[src/hdl/nixie_digit_frame_serializer_defines.svh]
// Assertion macros shared by the serializer RTL.
// No dependencies; included by the modules that carry checks.
`ifndef NIXIE_DIGIT_FRAME_SERIALIZER_DEFINES_SVH
`define NIXIE_DIGIT_FRAME_SERIALIZER_DEFINES_SVH

`ifndef ASSERT_OFF
`define ASSERT_CLK(label, clk, rst_n, prop, msg) \
    label: assert property (@(posedge clk) disable iff (!rst_n) prop) else $error(msg);
`define ASSERT_NEVER(label, clk, rst_n, expr, msg) \
    label: assert property (@(posedge clk) disable iff (!rst_n) !(expr)) else $error(msg);
`else
`define ASSERT_CLK(label, clk, rst_n, prop, msg)
`define ASSERT_NEVER(label, clk, rst_n, expr, msg)
`endif

`endif

[src/hdl/ndfs_pkg.sv]
// Shared types, constants and the tube-to-line table of the serializer.
// No dependencies.
package ndfs_pkg;

    localparam int LINE_COUNT = 60;
    localparam int NUM_TUBES  = 6;
    localparam int NUM_DIGITS = 10;
    localparam int DIGIT_W    = 4;
    localparam int MODE_W     = 3;
    localparam int LINE_W     = $clog2(LINE_COUNT);
    localparam int CNT_W      = $clog2(LINE_COUNT + 1);
    localparam int PHASE_W    = 3;

    localparam logic [CNT_W-1:0]   LATCH_POS = CNT_W'(LINE_COUNT);
    localparam logic [PHASE_W-1:0] PHASE_MAX = PHASE_W'(3);
    localparam logic [DIGIT_W-1:0] DIGIT_MAX = DIGIT_W'(NUM_DIGITS - 1);

    typedef enum logic [MODE_W-1:0] {
        MODE_ALL  = 3'd0,
        MODE_SEC  = 3'd1,
        MODE_MIN  = 3'd2,
        MODE_HOUR = 3'd3
    } t_mode;

    typedef logic [NUM_TUBES-1:0][DIGIT_W-1:0] t_digit_vec;

    typedef struct packed {
        logic                  load;
        logic [LINE_COUNT-1:0] frame;
    } t_shift_ctrl;

    typedef struct packed {
        logic busy;
    } t_shift_status;

    // Driver line of each digit, one row per tube (tube one first).
    localparam logic [LINE_W-1:0] TUBE_MAP [NUM_TUBES][NUM_DIGITS] = '{
        '{6'd9,  6'd15, 6'd14, 6'd13, 6'd12, 6'd11, 6'd10, 6'd6,  6'd7,  6'd8},
        '{6'd16, 6'd0,  6'd1,  6'd2,  6'd3,  6'd4,  6'd5,  6'd19, 6'd18, 6'd17},
        '{6'd29, 6'd35, 6'd34, 6'd33, 6'd32, 6'd31, 6'd30, 6'd26, 6'd27, 6'd28},
        '{6'd36, 6'd20, 6'd21, 6'd22, 6'd23, 6'd24, 6'd25, 6'd39, 6'd38, 6'd37},
        '{6'd49, 6'd55, 6'd54, 6'd53, 6'd52, 6'd51, 6'd50, 6'd46, 6'd47, 6'd48},
        '{6'd56, 6'd40, 6'd41, 6'd42, 6'd43, 6'd44, 6'd45, 6'd59, 6'd58, 6'd57}
    };

endpackage

[src/hdl/ndfs_frame_build.sv]
// Frame builder: phase counter, tube enables and digit-to-line decode.
// Depends on ndfs_pkg.
module ndfs_frame_build import ndfs_pkg::*; (
    input  logic              i_clk,
    input  logic              i_rst_n,
    input  logic              i_take,
    input  t_digit_vec        i_digits,
    input  logic [MODE_W-1:0] i_mode,
    output t_shift_ctrl       o_ctrl
);

    logic [PHASE_W-1:0]    r_phase;
    logic [PHASE_W-1:0]    n_phase;
    logic [NUM_TUBES-1:0]  tube_en;
    logic [LINE_COUNT-1:0] frame;

    always_comb begin
        tube_en = '0;
        if (t_mode'(i_mode) == MODE_ALL || r_phase == '0) begin
            tube_en = '1;
        end else begin
            case (t_mode'(i_mode))
                MODE_SEC:  tube_en = 6'b000011;
                MODE_MIN:  tube_en = 6'b001100;
                MODE_HOUR: tube_en = 6'b110000;
                default:   tube_en = '0;
            endcase
        end
    end

    // Pull the selected cathode line low; digits above nine stay dark.
    always_comb begin
        frame = '1;
        for (int t = 0; t < NUM_TUBES; t++) begin
            if (tube_en[t] && i_digits[t] <= DIGIT_MAX) begin
                frame[TUBE_MAP[t][i_digits[t]]] = 1'b0;
            end
        end
    end

    assign n_phase = (r_phase > PHASE_MAX) ? '0 : r_phase + PHASE_W'(1);

    always_ff @(posedge i_clk) begin
        if (!i_rst_n) begin
            r_phase <= '0;
        end else if (i_take) begin
            r_phase <= n_phase;
        end
    end

    assign o_ctrl.load  = i_take;
    assign o_ctrl.frame = frame;

endmodule

[config.mk]
export PLATFORM = sky130hd
export DESIGN_NAME = ndfs_frame_build
export DESIGN_NICKNAME = d
export VERILOG_FILES = /design/src/hdl/nixie_digit_frame_serializer_defines.svh /design/src/hdl/ndfs_pkg.sv /design/src/hdl/ndfs_frame_build.sv
export SDC_FILE = /design/constraint.sdc
export NUM_CORES = 1
export LEC_CHECK = 0
export BUFFER_PORTS_ARGS = -buffer_cell sky130_fd_sc_hd__buf_4
export CORE_MARGIN = 4
export CORE_UTILIZATION = 49
export CTS_CLUSTER_DIAMETER = 80
export CTS_CLUSTER_SIZE = 24
export DETAILED_ROUTE_END_ITERATION = 8
export PLACE_DENSITY = 0.88
export SLEW_MARGIN = 20
export SYNTH_ARGS = -nofsm -noshare
export SYNTH_HDL_FRONTEND = slang
export SYNTH_SLANG_ARGS = --single-unit
[constraint.sdc]
create_clock -name i_clk -period 2.2 [get_ports i_clk]
set_clock_uncertainty 0.1 [all_clocks]
set_input_delay 0.22 -clock i_clk [delete_from_list [all_inputs] [get_ports i_clk]]
set_output_delay 0.22 -clock i_clk [all_outputs]
set_load 0.01 [all_outputs]
==> impl_results.md <==
- Initial antenna violation count: 0
- Main synth FF type: dfxtp_1
- Drt first pass iters: 4
- H-tree Lvls: 1
- Hold Vio Cnt, Final: 0
- Diodes inserted: 0
- Vias/cell: 5.66
- WL per Instance: 13.4 µm
- Hold endpoint: r_phase[1]
- Cell leakage power: 1.26 nW
- Final Cell Area: roughly 0.0029 mm²
- Post-synth EDFFs: 0
- Status: complete, no violations
- Area of the multi-input gates: 0.00188 mm²
- Switching Fraction: between 40% and 50%
- R2R setup slack: roughly 0.7 ns
- P_int: 0.434 mW
- Reg-to-Reg Start: r_phase[0]
- Synthesis-stage register bit count: 3
- PD cells: approximately 270 mW/mm²
- # fillers: 320
- Max reg flops: 3
- Hold_sp: i_rst_n
- Tcrit/Tclk final: a little over nine tenths
- Max Cap Violations: 0
- WS Path Type: flip-flop to output pin
- Top Ports: 91
- Most frequent cells in the layout: buf_4 (98), nand2_1 (51), nor2_1 (29)
- Top cell type's share of synthesized area: approximately a fifth
- Die Area: about 0.0052 mm²
- Dominant cells by area after synthesis: ha_1 (19%), nand2_1 (9.5%), nor2_1 (5.8%)
- Skew-Pair Late Insertion Delay: around 0.21 ns
- Layout Area Growth over Synthesis: 44.2%
- Critical path arrival: roughly 1.8 ns
- Mean Syn Cell Area: around 6.4 µm²
- Total congestion overflow: 0
- CTS Buffer Depth: 2
- Vias: between 2000 and 3000
- F_max: 0.466 GHz
- # rows: 23
- Commonest non-fill, non-tap cell in the layout: buf_4
- Final Net Count: about 460
- Post-synth top area cell: ha_1
- RePlAce Congestion: roughly 0.95
- Crit start category: flip-flop
- CP Capture Type: output pin
- Min Hold Slack: 0.132 ns
- Biggest regs: r_phase: 3 flops
- Reg power frac: under 10%
- # port buffers: 90
- Core Box Area: ~0.004 mm²
- Clock-pin transition on the worst setup and hold timing paths: ~0.03 ns
- Hpwl dp: 4.99 mm
- CTS tree: done
- Routed WL: a little over 6 mm
- Share of cells above drive strength 1: between 30% and 40%
- Synth unique cells: 63
- Post-layout util: between 70 and 80%
- Post-Syn Area: just over 0.002 mm²
- VDD IR max: around 0.00021 V
- Logic gate share of total power: 72.0%
- Reg-to-reg endpoint: r_phase[1]
- # hold bufs at CTS: 0
- Number of global-route vias before repair: approximately 2200
- Seq/Total Area, Yosys: under 10%
- Total Routing Usage GR: 21.7%
- Biggest register: r_phase
- Worst-Margin Slew: 0.553 ns
- Required time worst endpoint: 1.88 ns
- Final ANT Viol Nets: 0
- Placed cell area: 0.00274 mm²
- Rel. slew slack: around 63%
- First DRT Iteration DRCs: between 150 and 200
- Setup Viol. Count Final: 0
- CTS buffer count: 3
- DIE WIDTH: 72.1 µm
- Post-synth net total: roughly 370
- Worst Hold Path Cells: 2
- Post-Synthesis Cells: between 300 and 400
- Non-Filler Instances: ~450
- Async SR Flop Fraction: 0%
- Pin count of the biggest net entering global routing: 15
- First-pass GRT wire length: between 9 and 10 mm
- Ys Warns: 0
- CP max FO: 8
- Register area: approximately 63 µm²
- Clock power share: between 20% and 30%
- Switching Power: approximately 0.35 mW
- Clock sink count: 3
- RSZ-0062 raised after global routing: true
- Fin. max-slew vios: 0
- Root buffer cell: clkbuf_8
- # DRC: 0
- Die Ht: between 70 and 80 µm
- Hold WC Path Type: input port to flip-flop
- FF-to-FF path depth: 6
- Final min period: between 2 and 2.5 ns
- Dpl cells: 448
- Initial Util: around half
-- worst max-delay path, cell delays in order (launching register included) --
cell and delay, ns:
dfxtp_2 0.33, inv_2 0.04, ha_1 0.17, nor2b_4 0.16
a21oi_2 0.13, buf_6 0.18, and4bb_2 0.29, a22oi_2 0.17
buf_4 0.14
-- layer usage --
layer  track usage, %  share of wire (%)  vias to the layer above
met4             6.68                1.8                        0
met5                0                  0                        -
met1             26.6                 41                     1127
met2             37.8                 47                      128
met3             4.57                 10                       14
li1                 -                  -                     1294
-- synth_stat cells, types with 4 or more instances --
cell	n
a21oi_1	23
a22oi_1	9
and2_1	7
buf_2	6
clkbuf_1	4
ha_1	30
inv_1	25
nand2_1	51
nand2b_1	8
nand3_1	5
nand3b_1	4
nor2_1	31
nor2b_1	5
nor3_1	12
nor3b_1	6
o21a_1	4
o21ai_0	8
o31ai_1	5
or3_1	6
-- how the worst max path moves through the flow --
stage	startpoint	to	slack (ns)	depth (start not counted)
after floorplan	r_phase[0]	o_ctrl[41]	0.24	6
after global placement	i_digits[16]	o_ctrl[40]	0.09	8
after detailed placement	i_digits[16]	o_ctrl[40]	0.06	8
after CTS	r_phase[1]	o_ctrl[43]	0.01	8
after global routing	r_phase[1]	o_ctrl[7]	-0.05	7
final	r_phase[1]	o_ctrl[43]	0.06	8
-- power groups by stage --
stage / registers, mW / clock network [mW] / logic, mW
6_report: 0.0615 / 0.159 / 0.567
4_1_cts: 0.0605 / 0.163 / 0.533
5_1_grt: 0.0617 / 0.170 / 0.624
3_3_place_gp: 0.0610 / 0 / 0.513
3_5_place_dp: 0.0611 / 0 / 0.525
2_1_floorplan: 0.0617 / 0 / 0.333
-- repair_timing --
item                       in CTS  in global routing
setup buffers                   0                  1
pin swaps                       0                  7
gates resized for setup         4                 23
setup endpoints to repair      19                 30
-- per-stage QoR --
step	TNS, ns	setup WS, ns	total power, mW
after global placement	0	0.0917	0.574
after floorplan	0	0.244	0.395
after detailed placement	0	0.0617	0.586
after global routing	-0.149	-0.0451	0.856
final	0	0.0550	0.788
after CTS	0	0.0127	0.757
-- final cells by class --
cell class	instances	share of cell area, %
Inverter	26	3.45
Multi-Input combinational cell	271	64.9
Sequential cell	3	2.16
Tap cell	50	2.16
Clock buffer	4	1.55
Timing Repair Buffer	99	25.8
-- cells by family after synthesis --
group / share of synthesized area, %
simple gates: 39.5
xor+xnor: 0.436
mux: 0.996
fa+ha+maj: 18.7
buf+inv: 8.40
flops: 2.99
compound gates: 29.1
No activity file was read; power rests on OpenSTA's default activity.
