## src/hdl/nixie_digit_frame_serializer_defines.svh

```systemverilog
// Assertion macros shared by the serializer RTL.
// No dependencies; included by the modules that carry checks.
`ifndef NIXIE_DIGIT_FRAME_SERIALIZER_DEFINES_SVH
`define NIXIE_DIGIT_FRAME_SERIALIZER_DEFINES_SVH

`ifndef ASSERT_OFF
`define ASSERT_CLK(label, clk, rst_n, prop, msg) \
    label: assert property (@(posedge clk) disable iff (!rst_n) prop) else $error(msg);
`define ASSERT_NEVER(label, clk, rst_n, expr, msg) \
    label: assert property (@(posedge clk) disable iff (!rst_n) !(expr)) else $error(msg);
`else
`define ASSERT_CLK(label, clk, rst_n, prop, msg)
`define ASSERT_NEVER(label, clk, rst_n, expr, msg)
`endif

`endif

```

## src/hdl/ndfs_pkg.sv

```systemverilog
// Shared types, constants and the tube-to-line table of the serializer.
// No dependencies.
package ndfs_pkg;

    localparam int LINE_COUNT = 60;
    localparam int NUM_TUBES  = 6;
    localparam int NUM_DIGITS = 10;
    localparam int DIGIT_W    = 4;
    localparam int MODE_W     = 3;
    localparam int LINE_W     = $clog2(LINE_COUNT);
    localparam int CNT_W      = $clog2(LINE_COUNT + 1);
    localparam int PHASE_W    = 3;

    localparam logic [CNT_W-1:0]   LATCH_POS = CNT_W'(LINE_COUNT);
    localparam logic [PHASE_W-1:0] PHASE_MAX = PHASE_W'(3);
    localparam logic [DIGIT_W-1:0] DIGIT_MAX = DIGIT_W'(NUM_DIGITS - 1);

    typedef enum logic [MODE_W-1:0] {
        MODE_ALL  = 3'd0,
        MODE_SEC  = 3'd1,
        MODE_MIN  = 3'd2,
        MODE_HOUR = 3'd3
    } t_mode;

    typedef logic [NUM_TUBES-1:0][DIGIT_W-1:0] t_digit_vec;

    typedef struct packed {
        logic                  load;
        logic [LINE_COUNT-1:0] frame;
    } t_shift_ctrl;

    typedef struct packed {
        logic busy;
    } t_shift_status;

    // Driver line of each digit, one row per tube (tube one first).
    localparam logic [LINE_W-1:0] TUBE_MAP [NUM_TUBES][NUM_DIGITS] = '{
        '{6'd9,  6'd15, 6'd14, 6'd13, 6'd12, 6'd11, 6'd10, 6'd6,  6'd7,  6'd8},
        '{6'd16, 6'd0,  6'd1,  6'd2,  6'd3,  6'd4,  6'd5,  6'd19, 6'd18, 6'd17},
        '{6'd29, 6'd35, 6'd34, 6'd33, 6'd32, 6'd31, 6'd30, 6'd26, 6'd27, 6'd28},
        '{6'd36, 6'd20, 6'd21, 6'd22, 6'd23, 6'd24, 6'd25, 6'd39, 6'd38, 6'd37},
        '{6'd49, 6'd55, 6'd54, 6'd53, 6'd52, 6'd51, 6'd50, 6'd46, 6'd47, 6'd48},
        '{6'd56, 6'd40, 6'd41, 6'd42, 6'd43, 6'd44, 6'd45, 6'd59, 6'd58, 6'd57}
    };

endpackage

```

## src/hdl/ndfs_channels.sv

```systemverilog


interface ndfs_out_if;
    logic valid;
    logic ready;
    logic line_level;
    logic latch_pulse;
    logic frame_end;

    modport source (output valid, line_level, latch_pulse, frame_end, input ready);
    modport sink   (input valid, line_level, latch_pulse, frame_end, output ready);
endinterface

```

## src/hdl/ndfs_line_shifter.sv

```systemverilog
// Line shifter: holds one frame and sends it one line bit per word, then the latch.
// Depends on ndfs_pkg and the channel interfaces.
`include "nixie_digit_frame_serializer_defines.svh"

module ndfs_line_shifter import ndfs_pkg::*; (
    input  logic          i_clk,
    input  logic          i_rst_n,
    input  t_shift_ctrl   i_ctrl,
    output t_shift_status o_status,
    ndfs_out_if.source    o_out
);

    logic                  r_busy;
    logic [CNT_W-1:0]      r_count;
    logic [LINE_COUNT-1:0] r_frame;
    logic                  out_fire;
    logic                  at_latch;

    assign out_fire = o_out.valid && o_out.ready;
    assign at_latch = (r_count == LATCH_POS);

    always_ff @(posedge i_clk) begin
        if (!i_rst_n) begin
            r_busy  <= 1'b0;
            r_count <= '0;
        end else if (i_ctrl.load) begin
            r_busy  <= 1'b1;
            r_count <= '0;
        end else if (out_fire) begin
            if (at_latch) begin
                r_busy  <= 1'b0;
                r_count <= '0;
            end else begin
                r_count <= r_count + CNT_W'(1);
            end
        end
    end

    // Advance one line per accepted word, line 0 first.
    always_ff @(posedge i_clk) begin
        if (i_ctrl.load) begin
            r_frame <= i_ctrl.frame;
        end else if (out_fire) begin
            r_frame <= {1'b0, r_frame[LINE_COUNT-1:1]};
        end
    end

    assign o_status.busy    = r_busy;
    assign o_out.valid       = r_busy;
    assign o_out.line_level  = r_frame[0] && !at_latch;
    assign o_out.latch_pulse = at_latch;
    assign o_out.frame_end   = at_latch;

    `ASSERT_NEVER(a_load_while_busy, i_clk, i_rst_n, i_ctrl.load && r_busy,
        "frame loaded while a frame is still being sent")
    `ASSERT_CLK(a_load_starts, i_clk, i_rst_n,
        i_ctrl.load |=> (o_out.valid && !o_out.latch_pulse && r_count == '0),
        "loaded frame does not start at line 0")
    `ASSERT_CLK(a_latch_ends, i_clk, i_rst_n,
        (out_fire && o_out.latch_pulse) |=> !o_out.valid,
        "word sent after the latch word")
    `ASSERT_NEVER(a_count_range, i_clk, i_rst_n, r_count > LATCH_POS,
        "line counter past the latch position")

endmodule
```

## src/flat_wrapper.sv

```systemverilog
// flat-port wrapper written by rule: the top's interface ports become plain ports
module ndfs_line_shifter_flat import ndfs_pkg::*;
  (i_clk, i_rst_n, i_ctrl, o_status, o_out_valid, o_out_line_level, o_out_latch_pulse, o_out_frame_end, o_out_ready);
  ndfs_out_if o_out_i ();
  input  logic i_clk;
  input  logic i_rst_n;
  input  t_shift_ctrl i_ctrl;
  output t_shift_status o_status;
  output wire logic [$bits(o_out_i.valid)-1:0] o_out_valid;
  output wire logic [$bits(o_out_i.line_level)-1:0] o_out_line_level;
  output wire logic [$bits(o_out_i.latch_pulse)-1:0] o_out_latch_pulse;
  output wire logic [$bits(o_out_i.frame_end)-1:0] o_out_frame_end;
  input wire logic [$bits(o_out_i.ready)-1:0] o_out_ready;
  assign o_out_valid = o_out_i.valid;
  assign o_out_line_level = o_out_i.line_level;
  assign o_out_latch_pulse = o_out_i.latch_pulse;
  assign o_out_frame_end = o_out_i.frame_end;
  assign o_out_i.ready = o_out_ready;
  ndfs_line_shifter u_core (.i_clk(i_clk), .i_rst_n(i_rst_n), .i_ctrl(i_ctrl), .o_status(o_status), .o_out(o_out_i));
endmodule
```

## config.mk

```make
export PLATFORM = sky130hd
export DESIGN_NAME = ndfs_line_shifter_flat
export DESIGN_NICKNAME = d
export VERILOG_FILES = /design/src/hdl/ndfs_pkg.sv /design/src/hdl/ndfs_channels.sv /design/src/hdl/ndfs_line_shifter.sv /design/src/flat_wrapper.sv
export VERILOG_INCLUDE_DIRS = /design/src /design/src/hdl
export SDC_FILE = /design/constraint.sdc
export NUM_CORES = 1
export LEC_CHECK = 0
export CAP_MARGIN = 20
export CORE_ASPECT_RATIO = 1.2
export CORE_MARGIN = 5
export CORE_UTILIZATION = 28
export DETAILED_ROUTE_END_ITERATION = 8
export DONT_BUFFER_PORTS = 1
export GPL_TIMING_DRIVEN = 1
export RECOVER_POWER = 25
export SLEW_MARGIN = 20
export SYNTH_ARGS = -nofsm -noshare
export SYNTH_HDL_FRONTEND = slang
export SYNTH_SLANG_ARGS = --single-unit
```

## constraint.sdc

```tcl
create_clock -name i_clk -period 3.2 [get_ports i_clk]
set_input_delay 0.48 -clock i_clk [delete_from_list [all_inputs] [get_ports i_clk]]
set_output_delay 0.48 -clock i_clk [all_outputs]
set_load 0.1 [all_outputs]
```

==> flow_summary.json, run 1 <==
{
  "cts_setup_buffers": 0,
  "vias": 1450,
  "fin_crit_sh_pct": 71.0,
  "grt_pass1_wl_um": 8230,
  "cts_max_level": 3,
  "cp_max_fo": 5,
  "cts_tree": "yes",
  "cts_made_buffers": 9,
  "nets": 246,
  "gp_congestion": 0.694,
  "insertion_delay_ns": 0.32,
  "drv_cap": 0,
  "final_max_slew_viol_count": 0,
  "wl_per_cell_um": 16.2,
  "most-common-layout-cells": "60 x edfxtp_1, 59 x mux2_2, 9 x clkbuf_16",
  "fmax_ghz": 0.440,
  "syn_to_final_growth_pct": 15.1,
  "antenna_left": 0,
  "worst_pin_slew_ns": 0.723,
  "setup.worst_path.class": "reg -> out",
  "clkTransAtPathRegs_ns": 0.06,
  "drc_errors": 0,
  "endpoint_kind": "output port",
  "cts_root_buffer": "clkbuf_16",
  "num_io_pins": 69,
  "fp-row-count": 40,
  "place_area_um2": 3050,
  "grt.total_usage_pct": 8.77,
  "tns_ns": 0,
  "antenna_found_initial": 2,
  "cp_num_buf_inv": 2,
  "synth_enable_flop_cells": 60,
  "yosys.area.top_type_share_pct": 62.3,
  "min_path_type": "in -> reg",
  "maxSlewHeadroom_pct": 51.6,
  "async_reset_ff_share_pct": 0,
  "die_x_um": 103,
  "whs_ns": 0.265,
  "drt_pass1_iterations": 4,
  "slowest_delay_ns": 0.50,
  "final_util_pct": 33.1,
  "drt_iter0_markers": 71,
  "critPathTopFamily": "buffers and inverters",
  "finalClockSkew_ns": 0.00726,
  "post_cts_resized": 0,
  "critical_path_required_ns": 2.72,
  "drive_gt1_share_pct": 44.9,
  "layout.cells.most_common": "edfxtp_1",
  "fillers": 990,
  "crit_chain": "inv_1 -> ha_1 -> nand3_1 -> nor2_4 -> buf_4",
  "clk_path_buf_depth": 2,
  "synth_nets": 241,
  "dp_hpwl_um": 3450,
  "ys_seq_area_share_pct": 67.1,
  "cpMaxStageDelayCell": "buf_4",
  "synthFlopType": "edfxtp_1",
  "via_per_inst": 4.65,
  "cp.arrival_ns": 1.79,
  "syn_area_um2": 2890,
  "clock-sinks": 67,
  "status": "complete, no violations",
  "die_h_um": 121,
  "finalSetupViolations": 0,
  "yosysWarnings": 0,
  "rsz0062_at_grt": "false",
  "p_per_area_nw_per_um2": 631,
  "die_area_um2": 12500,
  "synth_top_cells_by_area": "edfxtp_1 62%, mux2_2 23%, dfxtp_1 4.8%, buf_2 1.4%, a21oi_1 1.0%",
  "initial_core_util_pct": 28.8,
  "grt_overflow_total": 0,
  "synth-seq-cells": 67,
  "p_leak_uw": 0.00110,
  "synth_cell_types": 23,
  "synthesis.instances": 175,
  "start_kind": "flop",
  "grt_pass1_vias": 1590,
  "io_buffers": 0,
  "synth_top_area_cell": "edfxtp_1",
  "hold_buffers": 0,
  "grt_start_max_net_pins": 64,
  "wirelength_um": 5060,
  "final_area_um2": 3330,
  "hold_viol_final": 0,
  "min_period_ns": 2.27,
  "peakVddDrop_mv": 0.245,
  "core_area_um2": 10100,
  "syn_area_per_cell_um2": 16.5
}
-- cell families after synthesis --
family / Yosys count / share of synthesized area (%)
adder cells (fa/ha/maj): 2 / 0.865
buffers and inverters: 14 / 2.42
AND/OR/NAND/NOR: 17 / 3.16
multiplexers: 59 / 23.0
flip-flops: 67 / 67.1
AO/OA/AOI/OAI: 16 / 3.46
-- sequential cells by signal, summed over array words and instances (netlist names) --
register / flops
u_core.r_count: 6
u_core.r_frame: 60
u_core.o_out.valid: 1
-- Yosys cell counts (2+ instances only) --
library cell  instances
edfxtp_1             60
nand2_1               7
mux2_2               59
ha_1                  2
buf_4                 2
buf_2                 8
nor2b_1               2
and2_1                2
o31ai_1               2
a21oi_1               6
dfxtp_1               7
o21ai_0               3
inv_1                 4
a311oi_1              2
-- worst reg2reg max path, stage by stage (launching register included) --
cell and delay [ns]:
dfxtp_2 0.33, nand2_2 0.10, nand2_2 0.56, buf_12 0.31
-- per-layer routing --
| metal | GRT usage, % | wire length [um] |
|---|---|---|
| met1 | 10.5 | 2110 |
| met5 | 0 | 0 |
| met4 | 4.05 | 103 |
| met3 | 4.83 | 461 |
| met2 | 12.8 | 2390 |
-- power by group --
group	leakage, uW	switching [uW]	internal, uW
registers	0.000653	18.6	1050
logic	0.000314	66.8	72.7
clock network	0.000137	332	561
-- final cells by class --
class / instances / area (um^2) / area share (%)
diodes: 1 / 2.50 / 0.0752
clock buffers: 13 / 260 / 7.82
clock inverters: 3 / 13.8 / 0.414
inverters: 4 / 15.0 / 0.451
multi-input cells: 94 / 893 / 26.8
flip-flops and latches: 67 / 1940 / 58.4
well taps: 126 / 158 / 4.74
repair buffers: 4 / 42.5 / 1.28
-- final timing paths --
check / depth (start not counted) / slack, ns / to / from
hold reg to reg: 2 / 0.50 / u_core.r_count[5] / u_core.r_count[5]
setup reg to reg: 3 / 1.57 / u_core.r_frame[58] / u_core.o_out.valid
hold / removal: 1 / 0.27 / u_core.o_out.valid / o_out_ready
setup / recovery: 5 / 0.93 / o_out_latch_pulse / u_core.r_count[0]
-- metrics by stage --
| stage | power (uW) | worst slack [ns] | std cells |
|---|---|---|---|
| global route | 2200 | 0.807 | 312 |
| detailed placement | 1230 | 1.28 | 295 |
| global placement | 1220 | 1.32 | 295 |
| CTS | 2140 | 0.910 | 311 |
| floorplan | 1210 | 0.241 | 175 |
| finish | 2100 | 0.927 | 312 |
No activity file was read; power rests on OpenSTA's default activity.
==> inputs of run 2 (changes only) <==
==> constraint.sdc (replaced) <==
create_clock -name i_clk -period 1.9 [get_ports i_clk]
set_input_delay 0.285 -clock i_clk [delete_from_list [all_inputs] [get_ports i_clk]]
set_output_delay 0.285 -clock i_clk [all_outputs]
set_load 0.1 [all_outputs]
==> flow_summary.json, run 2 (synthesis results as in run 1) <==
{
  "tns_ns": 0,
  "initial_core_util_pct": 28.8,
  "endpoint_kind": "output port",
  "clk_path_buf_depth": 2,
  "grt_pass1_wl_um": 8050,
  "syn_to_final_growth_pct": 15.7,
  "clock-sinks": 67,
  "via_per_inst": 4.65,
  "grt_start_max_net_pins": 64,
  "p_seq_share_pct": 51.6,
  "insertion_delay_ns": 0.32,
  "io_buffers": 0,
  "cts_tree": "yes",
  "p_leak_uw": 0.00111,
  "cp.arrival_ns": 1.49,
  "clkTransAtPathRegs_ns": 0.05,
  "status": "complete, no violations",
  "finalSetupViolations": 0,
  "reg2regPathDepth": 4,
  "pre_cts_ws_ns": 0.366,
  "largest_register_ffs": 60,
  "wirelength_um": 5190,
  "cts_max_level": 3,
  "num_antenna_cells": 0,
  "num_io_pins": 69,
  "worst_pin_slew_ns": 0.396,
  "drc_errors": 0,
  "dp_hpwl_um": 3490,
  "drv_cap": 0,
  "crit_chain": "inv_1 -> ha_1 -> nand3_2 -> nor2_4 -> nor2b_2 -> buf_12",
  "gp_congestion": 0.677,
  "fp-row-count": 40,
  "rsz0062_at_grt": "false",
  "hold_viol_final": 0,
  "final_area_um2": 3350,
  "maxSlewHeadroom_pct": 73.6,
  "antenna_found_initial": 1,
  "drt_iter0_markers": 46,
  "p_per_area_nw_per_um2": 1040,
  "slowest_delay_ns": 0.38,
  "die_h_um": 121,
  "internal_power_uw": 2770,
  "cts_root_buffer": "clkbuf_16",
  "vias": 1457,
  "layout.cells.most_common": "edfxtp_1",
  "hold_depth": 1,
  "combPwrFrac_pct": 6.9,
  "most-common-layout-cells": "60 x edfxtp_1, 59 x mux2_2, 9 x clkbuf_16",
  "setup.worst_path.class": "reg -> out",
  "power.switching_uw": 709,
  "finalClockSkew_ns": 0.00327,
  "post_cts_resized": 0,
  "antenna_left": 0,
  "critical_path_required_ns": 1.62,
  "grt_pass1_vias": 1607,
  "core_area_um2": 10100,
  "cts_made_buffers": 9,
  "cts_setup_buffers": 0,
  "place_area_um2": 3080,
  "wl_per_cell_um": 16.6,
  "drt_pass1_iterations": 4,
  "min_period_ns": 1.78,
  "drive_gt1_share_pct": 46.0,
  "final_max_slew_viol_count": 0,
  "fin_crit_sh_pct": 93.6,
  "grt_overflow_total": 0,
  "die_x_um": 103,
  "hold_buffers": 0,
  "layout_setup_ws_ns": 0.122,
  "fmax_ghz": 0.562,
  "start_kind": "flop",
  "clockPowerShare_pct": 41.5,
  "netSwitchingFraction_pct": 20.4,
  "top_register": "u_core.r_frame",
  "min_path_type": "in -> reg",
  "nets": 248,
  "grt.total_usage_pct": 8.74,
  "cpMaxStageDelayCell": "dfxtp_1",
  "peakVddDrop_mv": 0.492,
  "cp_max_fo": 5,
  "die_area_um2": 12500
}
[run 2: cell types whose count changed in the layout (fill, tap and decap cells not counted), sizes merged]
cell	delta
buf	+2
diode	-1
[run 2: worst max-delay path, delay by kind of cell, from the launching register on]
family,cells,cell delay (ns)
DFF,1,0.38
and+or+nand+nor,3,0.34
buffers and inverters,2,0.26
adders and majority gates,1,0.19
[run 2: final cells by class]
cell class | instances | area (um^2)
clock buffer | 13 | 240
clock inverter | 3 | 15.0
timing repair buffer | 6 | 70.1
fill | 984 | 6710
inverter | 4 | 15.0
sequential | 67 | 1940
multi-input combinational | 94 | 903
tap | 126 | 158
[run 2: routing by layer]
metal	share of wire (%)	GRT usage (%)	vias up
met3	8.6	4.37	11
met1	40	9.55	710
met2	50	13.9	50
met5	0.39	0	-
li1	-	-	684
met4	1.7	4.21	2
[run 2: stage by stage]
step | utilization, % | hold slack [ns] | power, uW | instances
after floorplan | - | 0.385 | 2040 | 175
after global placement | 30.7 | 0.393 | 2060 | 297
after detailed placement | 30.7 | 0.399 | 2070 | 297
after CTS | 33.2 | 0.0535 | 3540 | 313
after global routing | 33.3 | 0.0557 | 3650 | 313
final | 33.3 | 0.0653 | 3480 | 313
[run 2: final timing paths]
kind                            from                  to  slack (ns)
setup reg to reg  u_core.o_out.valid   u_core.r_count[4]        0.48
setup / recovery   u_core.r_count[1]    o_out_line_level        0.12
hold / removal           o_out_ready  u_core.o_out.valid        0.07
hold reg to reg    u_core.r_count[0]   u_core.r_count[0]        0.48
[run 2: power groups by stage]
| stage | registers [uW] | logic, uW | clock network (uW) |
|---|---|---|---|
| after floorplan | 1820 | 212 | 0 |
| after global placement | 1820 | 240 | 0 |
| after detailed placement | 1830 | 247 | 0 |
| after CTS | 1800 | 249 | 1490 |
| after global routing | 1810 | 264 | 1580 |
| final | 1790 | 241 | 1440 |
